`src/hw/rtl/pfae_pkg.sv`:
```
// ----------------------------------------------------------------------------
// pfae_pkg
// Request codes, field widths and character constants of the frame encoder.
// ----------------------------------------------------------------------------
package pfae_pkg;

    localparam int REQ_W  = 2;
    localparam int BYTE_W = 8;
    localparam int COL_W  = 7;
    localparam int GRP_W  = 6;
    localparam int OUSER_W = 3;

    typedef enum logic [REQ_W-1:0] {
        REQ_DATA = 2'd0,
        REQ_LEAD = 2'd1,
        REQ_END  = 2'd2
    } req_t;

    localparam logic [BYTE_W-1:0] GROUP_BIAS = 8'h30;
    localparam logic [GRP_W-1:0]  GROUP_ONES = 6'h3F;

endpackage

```
`src/hw/rtl/parity_frame_ascii_encoder_core.sv`:
```
// ----------------------------------------------------------------------------
// parity_frame_ascii_encoder_core
// Turns data bytes, lead-in requests and end marks into output characters.
// ----------------------------------------------------------------------------
// Usage:
//   s_ channel: one request beat, tuser = request kind, tdata = data byte.
//   m_ channel: one character beat, tdata = character, tlast marks the final
//   beat caused by a request, tuser carries the line feed and has-char flags.
//   cfg_we/cfg_wdata set the output mode (0 binary, 1 six-bit ASCII groups);
//   write it only while the block is idle.
//   An accepted request is registered in the expansion stage, which feeds
//   the output register. One result beat leaves per cycle from the output
//   register while m_tready is high, and a request holds the expansion stage
//   until its last result has moved on: one for a binary byte, two for an
//   ASCII byte, LEAD_IN_GROUPS for a lead-in in ASCII mode. The next request
//   is taken in the cycle the current one's last result moves out.
//   Reset clears the column, the mode and both stages.
//   When m_tready is low the output register holds its beat, the expansion
//   stage stops on a request with results and s_tready drops while it waits.
// ----------------------------------------------------------------------------
module parity_frame_ascii_encoder_core #(
    parameter int LEAD_IN_GROUPS = 64,
    parameter int LINE_WIDTH     = 64
) (
    input  logic                          aclk,
    input  logic                          aresetn,
    input  logic                          cfg_we,
    input  logic                          cfg_wdata,
    input  logic                          s_tvalid,
    output logic                          s_tready,
    input  logic [pfae_pkg::BYTE_W-1:0]   s_tdata,   // [7:0] data_byte
    input  logic [pfae_pkg::REQ_W-1:0]    s_tuser,   // [1:0] req_type
    output logic                          m_tvalid,
    input  logic                          m_tready,
    output logic [pfae_pkg::BYTE_W-1:0]   m_tdata,   // [7:0] out_char
    output logic [pfae_pkg::OUSER_W-1:0]  m_tuser,   // [0] newline_before,
                                                     // [1] has_char,
                                                     // [2] newline_after
    output logic                          m_tlast
);
    import pfae_pkg::*;

    localparam int IDX_W = $clog2(LEAD_IN_GROUPS + 1);
    localparam logic [IDX_W-1:0] LEAD_LAST = IDX_W'(LEAD_IN_GROUPS - 1);
    localparam logic [COL_W:0]   WIDTH_C   = (COL_W + 1)'(LINE_WIDTH);

    logic                 mode_reg;
    logic [COL_W-1:0]     col_reg, col_next;
    logic                 cur_valid_reg, cur_valid_next;
    logic [REQ_W-1:0]     cur_type_reg;
    logic [BYTE_W-1:0]    cur_byte_reg;
    logic [IDX_W-1:0]     idx_reg, idx_next;
    logic                 m_valid_reg, m_valid_next;
    logic [BYTE_W-1:0]    m_data_reg;
    logic [OUSER_W-1:0]   m_user_reg;
    logic                 m_last_reg;

    logic                 out_load, step, no_res, res_last;
    logic                 res_nlb, res_has, res_nla;
    logic [BYTE_W-1:0]    res_char;
    logic [COL_W-1:0]     col_base, res_col;
    logic                 adv_en;
    logic [COL_W:0]       col_inc;
    logic [11:0]          frame;
    logic                 s_acc;

    assign frame    = {2'b11, ^cur_byte_reg, cur_byte_reg, 1'b0};
    assign out_load = !m_valid_reg || m_tready;

    always_comb begin
        no_res   = 1'b0;
        res_last = 1'b1;
        res_nlb  = 1'b0;
        res_has  = 1'b1;
        res_char = cur_byte_reg;
        adv_en   = 1'b0;
        col_base = col_reg;
        case (cur_type_reg)
            REQ_DATA: begin
                if (mode_reg) begin
                    adv_en   = 1'b1;
                    res_last = (idx_reg == IDX_W'(1));
                    res_char = res_last ? ({2'b00, frame[11:6]} + GROUP_BIAS)
                                        : ({2'b00, frame[5:0]} + GROUP_BIAS);
                end
            end
            REQ_LEAD: begin
                no_res   = !mode_reg;
                adv_en   = 1'b1;
                res_last = (idx_reg == LEAD_LAST);
                res_char = {2'b00, GROUP_ONES} + GROUP_BIAS;
                if (idx_reg == '0) begin
                    res_nlb  = (col_reg != '0);
                    col_base = '0;
                end
            end
            REQ_END: begin
                no_res   = !mode_reg || (col_reg == '0);
                res_nlb  = 1'b1;
                res_has  = 1'b0;
                res_char = '0;
                col_base = '0;
            end
            default: begin
                no_res = 1'b1;
            end
        endcase
        col_inc = {1'b0, col_base} + (COL_W + 1)'(1);
        res_nla = 1'b0;
        res_col = col_base;
        if (adv_en) begin
            if (col_inc >= WIDTH_C) begin
                res_nla = 1'b1;
                res_col = '0;
            end else begin
                res_col = col_inc[COL_W-1:0];
            end
        end
    end

    assign step     = cur_valid_reg && (no_res || out_load);
    assign s_tready = !cur_valid_reg || (step && (no_res || res_last));
    assign s_acc    = s_tvalid && s_tready;

    always_comb begin
        cur_valid_next = cur_valid_reg;
        idx_next       = idx_reg;
        col_next       = col_reg;
        m_valid_next   = m_valid_reg;
        if (step) begin
            idx_next = idx_reg + IDX_W'(1);
            if (!no_res) begin
                col_next = res_col;
            end
            if (no_res || res_last) begin
                cur_valid_next = 1'b0;
            end
        end
        if (s_acc) begin
            cur_valid_next = 1'b1;
            idx_next       = '0;
        end
        if (out_load) begin
            m_valid_next = step && !no_res;
        end
    end

    always_ff @(posedge aclk) begin
        if (!aresetn) begin
            mode_reg      <= 1'b0;
            col_reg       <= '0;
            cur_valid_reg <= 1'b0;
            idx_reg       <= '0;
            m_valid_reg   <= 1'b0;
        end else begin
            if (cfg_we) begin
                mode_reg <= cfg_wdata;
            end
            col_reg       <= col_next;
            cur_valid_reg <= cur_valid_next;
            idx_reg       <= idx_next;
            m_valid_reg   <= m_valid_next;
        end
    end

    always_ff @(posedge aclk) begin
        if (s_acc) begin
            cur_type_reg <= s_tuser;
            cur_byte_reg <= s_tdata;
        end
        if (out_load && step && !no_res) begin
            m_data_reg <= res_char;
            m_user_reg <= {res_nla, res_has, res_nlb};
            m_last_reg <= res_last;
        end
    end

    assign m_tvalid = m_valid_reg;
    assign m_tdata  = m_data_reg;
    assign m_tuser  = m_user_reg;
    assign m_tlast  = m_last_reg;

    a_col_range: assert property (@(posedge aclk) disable iff (!aresetn)
        {1'b0, col_reg} < WIDTH_C)
        else $error("column beyond line width");

    a_nl_only: assert property (@(posedge aclk) disable iff (!aresetn)
        (m_valid_reg && !m_user_reg[1]) |-> (m_user_reg[0] && m_last_reg
            && m_data_reg == '0 && !m_user_reg[2]))
        else $error("malformed newline-only beat");

    a_binary_single: assert property (@(posedge aclk) disable iff (!aresetn)
        (m_valid_reg && !mode_reg) |-> (m_last_reg && m_user_reg[1]
            && !m_user_reg[0] && !m_user_reg[2]))
        else $error("binary beat not a single plain character");

    a_wrap_clears: assert property (@(posedge aclk) disable iff (!aresetn)
        (out_load && step && !no_res && res_nla) |=> (col_reg == '0))
        else $error("column not cleared after full line");

endmodule

```
`config.mk`:
```
export PLATFORM = sky130hd
export DESIGN_NAME = parity_frame_ascii_encoder_core
export DESIGN_NICKNAME = d
export VERILOG_FILES = /design/src/hw/rtl/pfae_pkg.sv /design/src/hw/rtl/parity_frame_ascii_encoder_core.sv
export SDC_FILE = /design/constraint.sdc
export NUM_CORES = 1
export LEC_CHECK = 0
export BUFFER_PORTS_ARGS = -buffer_cell sky130_fd_sc_hd__buf_2
export CAP_MARGIN = 20
export CORE_MARGIN = 4
export CORE_UTILIZATION = 26
export CTS_CLUSTER_DIAMETER = 60
export DETAILED_ROUTE_END_ITERATION = 10
export GPL_TIMING_DRIVEN = 0
export MAX_ROUTING_LAYER = met4
export PLACE_DENSITY = 0.4
export SETUP_SLACK_MARGIN = 0.1
export SYNTH_ARGS = -nofsm -noshare
export SYNTH_HDL_FRONTEND = slang
export SYNTH_SLANG_ARGS = --single-unit
```
`constraint.sdc`:
```
create_clock -name aclk -period 6.47 [get_ports aclk]
set_input_delay 0.647 -clock aclk [delete_from_list [all_inputs] [get_ports aclk]]
set_output_delay 0.647 -clock aclk [all_outputs]
set_load 0.02 [all_outputs]
```
# After elaboration in Yosys (flattened, before gate mapping)
# Index checks and enable logic that the tools add are counted.
# Widths: inputs -> output; s select.
[classes] addsub=4 order_cmp=1 n_eq_ne=4 muxes=19 bitwise=2 reduce_logical=25
[op_table] operator="$mux 7" count=4
[op_table] operator="$pmux 8 s3" count=1
[op_table] operator="$add 6x6->7 const B" count=2
[op_table] operator="$logic_not 7->1" count=2
[op_table] operator="$pmux 7 s2" count=1
[op_table] operator="$add 7x1->8 const B" count=1
[op_table] operator="$ge 8x7->1 const B" count=1
[op_table] operator="$mux 1" count=8
[op_table] operator="$mux 8" count=1
[op_table] operator="$reduce_xor 8->1" count=1
[op_table] operator="$add 7x1->7 const B" count=1
[op_table] operator="$eq 7x1->1 const B" count=1
[op_table] operator="$eq 7x6->1 const B" count=1
[op_table] operator="$reduce_bool 7->1" count=1
[op_table] operator="$logic_and 1x1->1" count=6
[op_table] operator="$pmux 1 s2" count=3
[op_table] operator="$logic_or 1x1->1" count=5
[op_table] operator="$logic_not 1->1" count=4
[op_table] operator="$reduce_and 2->1" count=2
[op_table] operator="$reduce_bool 2->1" count=2
[op_table] operator="$pmux 1 s3" count=1
[op_table] operator="$eq 2x1->1 const B" count=1
[op_table] operator="$eq 2x2->1 const B" count=1
[op_table] operator="$logic_not 2->1" count=1
[op_table] operator="2 further kinds" count=3
[totals] register_bits=39 input_bits=16 out_inout_bits=14 word_cells=66

# Longest topological paths before layout
[depth] word_depth=10 mapped_depth=8 ltp_nobuf=8

# Worst setup path after synthesis
# Ideal clock, no wire load.
[synth_path] path_type="register to register" startpoint="register idx_reg[0]" endpoint="register cur_byte_reg[0], enable pin" setup_time_ns=0.377 arrival_ns=2.043 required_ns=6.093 setup_slack_ns=4.049 stages_incl_launch_ff=7 n_path_buf=0 period_less_slack_ns=2.421 cell_sequence="dfxtp_1 -> ha_1 -> or4b_1 -> o21ai_0 -> a221o_1 -> a21oi_1 -> nor2b_1"
[synth_between] elab_chain_cells=7 word_cells_on_any_way=8 classes_between="2 x eq/ne; 2 x mux; 4 x reduce/logical"
[synth_rtl] item="from (decl)" line_no="parity_frame_ascii_encoder_core.sv:52" source="logic [IDX_W-1:0] idx_reg, idx_next;"
[synth_rtl] item="from (signal assigned)" line_no="parity_frame_ascii_encoder_core.sv:161" source="idx_reg <= idx_next;"
[synth_rtl] item="$eq 7x1->1" line_no="parity_frame_ascii_encoder_core.sv:82" source="res_last = (idx_reg == IDX_W'(1));"
[synth_rtl] item="$mux 1" line_no="parity_frame_ascii_encoder_core.sv:80" source="if (mode_reg) begin"
[synth_rtl] item="$pmux 1 s2 (*)" line_no="parity_frame_ascii_encoder_core.sv:78" source="case (cur_type_reg)"
[synth_rtl] item="via res_last" line_no="parity_frame_ascii_encoder_core.sv:58" source="logic out_load, step, no_res, res_last;"
[synth_rtl] item="$logic_or 1x1->1 (*)" line_no="parity_frame_ascii_encoder_core.sv:122" source="assign s_tready = !cur_valid_reg || (step && (no_res || res_last));"
[synth_rtl] item="$logic_and 1x1->1 (*)" line_no="parity_frame_ascii_encoder_core.sv:122"
[synth_rtl] item="$logic_or 1x1->1 (*)" line_no="parity_frame_ascii_encoder_core.sv:122"
[synth_rtl] item="$logic_and 1x1->1 (*)" line_no="parity_frame_ascii_encoder_core.sv:123" source="assign s_acc = s_tvalid && s_tready;"
[synth_rtl] item="to (signal assigned)" line_no="parity_frame_ascii_encoder_core.sv:169" source="cur_byte_reg <= s_tdata;"
[synth_rtl] item="to (decl)" line_no="parity_frame_ascii_encoder_core.sv:51" source="logic [BYTE_W-1:0] cur_byte_reg;"
# Mark *: on every way through the listed nets, which the timed path passes. The rest lies on a longest branch.
# A chain may end at the register's enable or synchronous reset.

# Worst setup path after layout
[layout_path] startpoint="register cur_type_reg[0]" endpoint="output s_tready"
[layout_between] elab_chain_cells=6 word_cells_on_any_way=10 classes_between="2 x eq/ne; 2 x mux; 6 x reduce/logical"
[layout_rtl] item="from (decl)" line_no="parity_frame_ascii_encoder_core.sv:50" source="logic [REQ_W-1:0] cur_type_reg;"
[layout_rtl] item="from (signal assigned)" line_no="parity_frame_ascii_encoder_core.sv:168" source="cur_type_reg <= s_tuser;"
[layout_rtl] item="$eq 2x2->1 (tied with other cells)" line_no="parity_frame_ascii_encoder_core.sv:78"
[layout_rtl] item="$pmux 1 s3" line_no="parity_frame_ascii_encoder_core.sv:78"
[layout_rtl] item="$logic_or 1x1->1" line_no="parity_frame_ascii_encoder_core.sv:121" source="assign step = cur_valid_reg && (no_res || out_load);"
[layout_rtl] item="$logic_and 1x1->1" line_no="parity_frame_ascii_encoder_core.sv:121"
[layout_rtl] item="$logic_and 1x1->1 (*)" line_no="parity_frame_ascii_encoder_core.sv:122"
[layout_rtl] item="$logic_or 1x1->1 (*)" line_no="parity_frame_ascii_encoder_core.sv:122"
[layout_rtl] item="to (decl)" line_no="parity_frame_ascii_encoder_core.sv:30" source="output logic s_tready,"
# Every way passes the cells marked *; elsewhere a longest branch is shown, timed or not.

==> results.md <==
* I/O pin count at 30
* Post-layout util at 0.314
* Final #Nets at 255
* Placed Area at between 2000 and 2500 um2
* Final HPWL from detailed placement at 3510 um
* Final ANT Viol Nets at 0
* DRT Wirelength at 4760 um
* Post-synth EDFFs at 22
* Area of the multi-input gates at 1000 um2
* Post-Synth Adder-Cell Area at 0.0476
* Post-Synth Simple-Gate Area at 0.164
* HP Class: input pin to flip-flop
* Setup WS post-layout at about 3500 ps
* Hold_buf cts at 0
* Pre-CTS setup slack at 3420 ps
* Drt first pass iters at 4
* PostCTS Resize Cnt at 0
* Most common cell after layout, fill and taps aside: buf_2
* Post-synth top area share at 0.314
* Fraction of layout cells with a size suffix above 1 at 0.194
* Longest Clk Path Bufs at 2
* Max H-tree Level at 2
* Die Ht at 97.9 um
* Most frequent cells in the layout: buf_2 (28), edfxtp_1 (22), dfxtp_1 (17)
* Layout area overhead at 16.6%
* Vias per cell at 4.72
* FFs w/ async S/R, synth at 0
* Post-CTS Setup Inserts at 0
* Clock-pin slew on the worst setup and hold paths at 80 ps
* Mapped Nets at 220
* Most used DFF post-synth: edfxtp_1
* Port bufs at 28
* P per Cell Area at 207 nW/um2
* Register Area at ~1000 um2
* N_diodes at 0
* Worst skew pair latency at 290 ps
* Crit Path Class: flip-flop to output pin
* Iteration-0 DRC Markers at 39
* Die Width at roughly 98 um
* CTS tree: done
* # setup viols final at 0
* Crit path max fanout at 8
* Peak VDD IR at 0.0000623 V
* Number of remaining DRC errors at 0
* LEAKAGE at 0.939 nW
* Final Cycle Share at 0.465
* Arrival time of the worst setup path at roughly 2400 ps
* Mux share of post-synthesis cell area at 0.0143
* Hold Vio Cnt, Final at 0
* Post-Synthesis Cells at 196
* Global-route wire length before repair at 7900 um
* Num rows at 32
* Yosys Warn Count at 0
* # Max-Cap Violations at 0
* Grt total ovfl at 0
* Vias at 1575
* Vias in the first global route at 1558
* Root Buffer Master: clkbuf_8
* Gpl congestion at 0.726
* Synthesized flop and latch total at 39
* Synth area leaders: edfxtp_1 (31%), dfxtp_1 (16%), ha_1 (4.8%), xnor2_1 (3.3%), a21oi_1 (3.1%)
* Register area share after synthesis at 0.476
* CTS sink count at 39
* Largest net degree at the start of global routing at 21
* CP Launch Type: flip-flop
* Mean post-synth cell area at ~11 um2
* Fmax at around 330 MHz
* GRT Total Usage at 0.106
* Max transition margin at 0.310
* Largest family of logic cells by synthesized area: compound AO/OA/AOI/OAI gates
* Yosys cell types at 51
* Placed cell count at 326
* Worst EP required at 5820 ps
* Area leader, netlist: edfxtp_1
* XOR/XNOR Fraction of Synth Area at 0.0590
* Post-synthesis compound-gate area fraction at 0.192
* Unrepaired setup endpoints after global routing: false
* Syn Std Cell Area at 2100 um2
* Tmin final at 3010 ps
* Fillers at 840
* CP Capture Type: output pin
* Post-route setup TNS at 0 ps
* Outcome: finished, final reports clean
* Post-Layout Inst Area at 2450 um2
* Final Max Tran Viols at 0
* Core area at ~7800 um2
* Avg WL per Cell at 14.2 um
* Fin cells at 334
* Initial antenna violation count at 0
* CTS buffer count at 5
* Layout Skew at 4.46 ps
* Worst-Margin Slew at 1030 ps
* Die area at 9580 um2
* Initial Utilization at 0.269
[routing by layer]
metal	up-vias	global-route usage	share of wire	wire, um
met5	-	-	0	0
met4	0	0.0288	0.011	51
met3	6	0.0264	0.043	204
met2	35	0.153	0.43	2060
met1	738	0.147	0.51	2440
li1	796	-	-	-
[layout make-up]
type | instances | share of cell area
Multi-Input combinational cell | 133 | 0.409
Sequential cell | 39 | 0.409
Timing Repair Buffer | 28 | 0.0572
Tap cell | 102 | 0.0521
Clock buffer | 6 | 0.0296
Inverter | 18 | 0.0276
Buffer | 6 | 0.0123
Clock inverter | 2 | 0.00307
[synth_stat cells (all sizes together), types with 2 or more instances]
cell type  count
xnor2          8
nor2b          5
a221o          4
nand3          5
nand2          5
xnor3          2
nor4           2
nor3           7
dfxtp         17
a21o           2
nor2          16
edfxtp        22
and2           4
o2bb2ai        2
and3           4
o21ai         10
a32o           5
a221oi         2
inv           17
clkbuf         5
mux2i          3
nor3b          6
a21oi         13
a311o          2
ha             8
a311oi         2
[power by group]
group          switching [mW]  internal (mW)  leakage, nW  total [mW]
logic                  0.0407         0.0302        0.551      0.0709
clock network          0.0851         0.0737       0.0403       0.159
registers             0.00548          0.271        0.348       0.277
[critical path, cell delays in order, from the launching register on]
cell and delay [ps]:
edfxtp_1 400, inv_1 80, ha_1 290, o21ba_4 230
a311oi_4 490, nand2_2 130, a21oi_1 230, inv_1 60
buf_2 160
[path summary, 6_finish.rpt]
path	slack (ps)	startpoint	endpoint	cells past startpoint
max	3460	cur_type_reg[0]$_DFFE_PP_	s_tready	8
min	530	s_tuser[0]	cur_type_reg[0]$_DFFE_PP_	1
max reg2reg	3480	idx_reg[0]$_SDFFE_PP0P_	cur_byte_reg[2]$_DFFE_PP_	6
min reg2reg	570	idx_reg[5]$_SDFFE_PP0P_	idx_reg[5]$_SDFFE_PP0P_	2
[metrics by stage]
stage | hold WS, ps | total power, mW
floorplan | 516 | 0.333
global placement | 556 | 0.355
detailed placement | 562 | 0.355
CTS | 523 | 0.514
global route | 521 | 0.534
finish | 533 | 0.507
[kinds of logic (layout without fill, tap and decap cells)]
kind of cell / Yosys count / in the layout
AO/OA/AOI/OAI: 51 / 51
XOR/XNOR: 11 / 11
adder cells (fa/ha/maj): 8 / 8
buffers and inverters: 24 / 60
flip-flops: 39 / 39
multiplexers: 3 / 3
AND/OR/NAND/NOR: 60 / 60
Note: power is estimated with default switching activity, not from simulation.
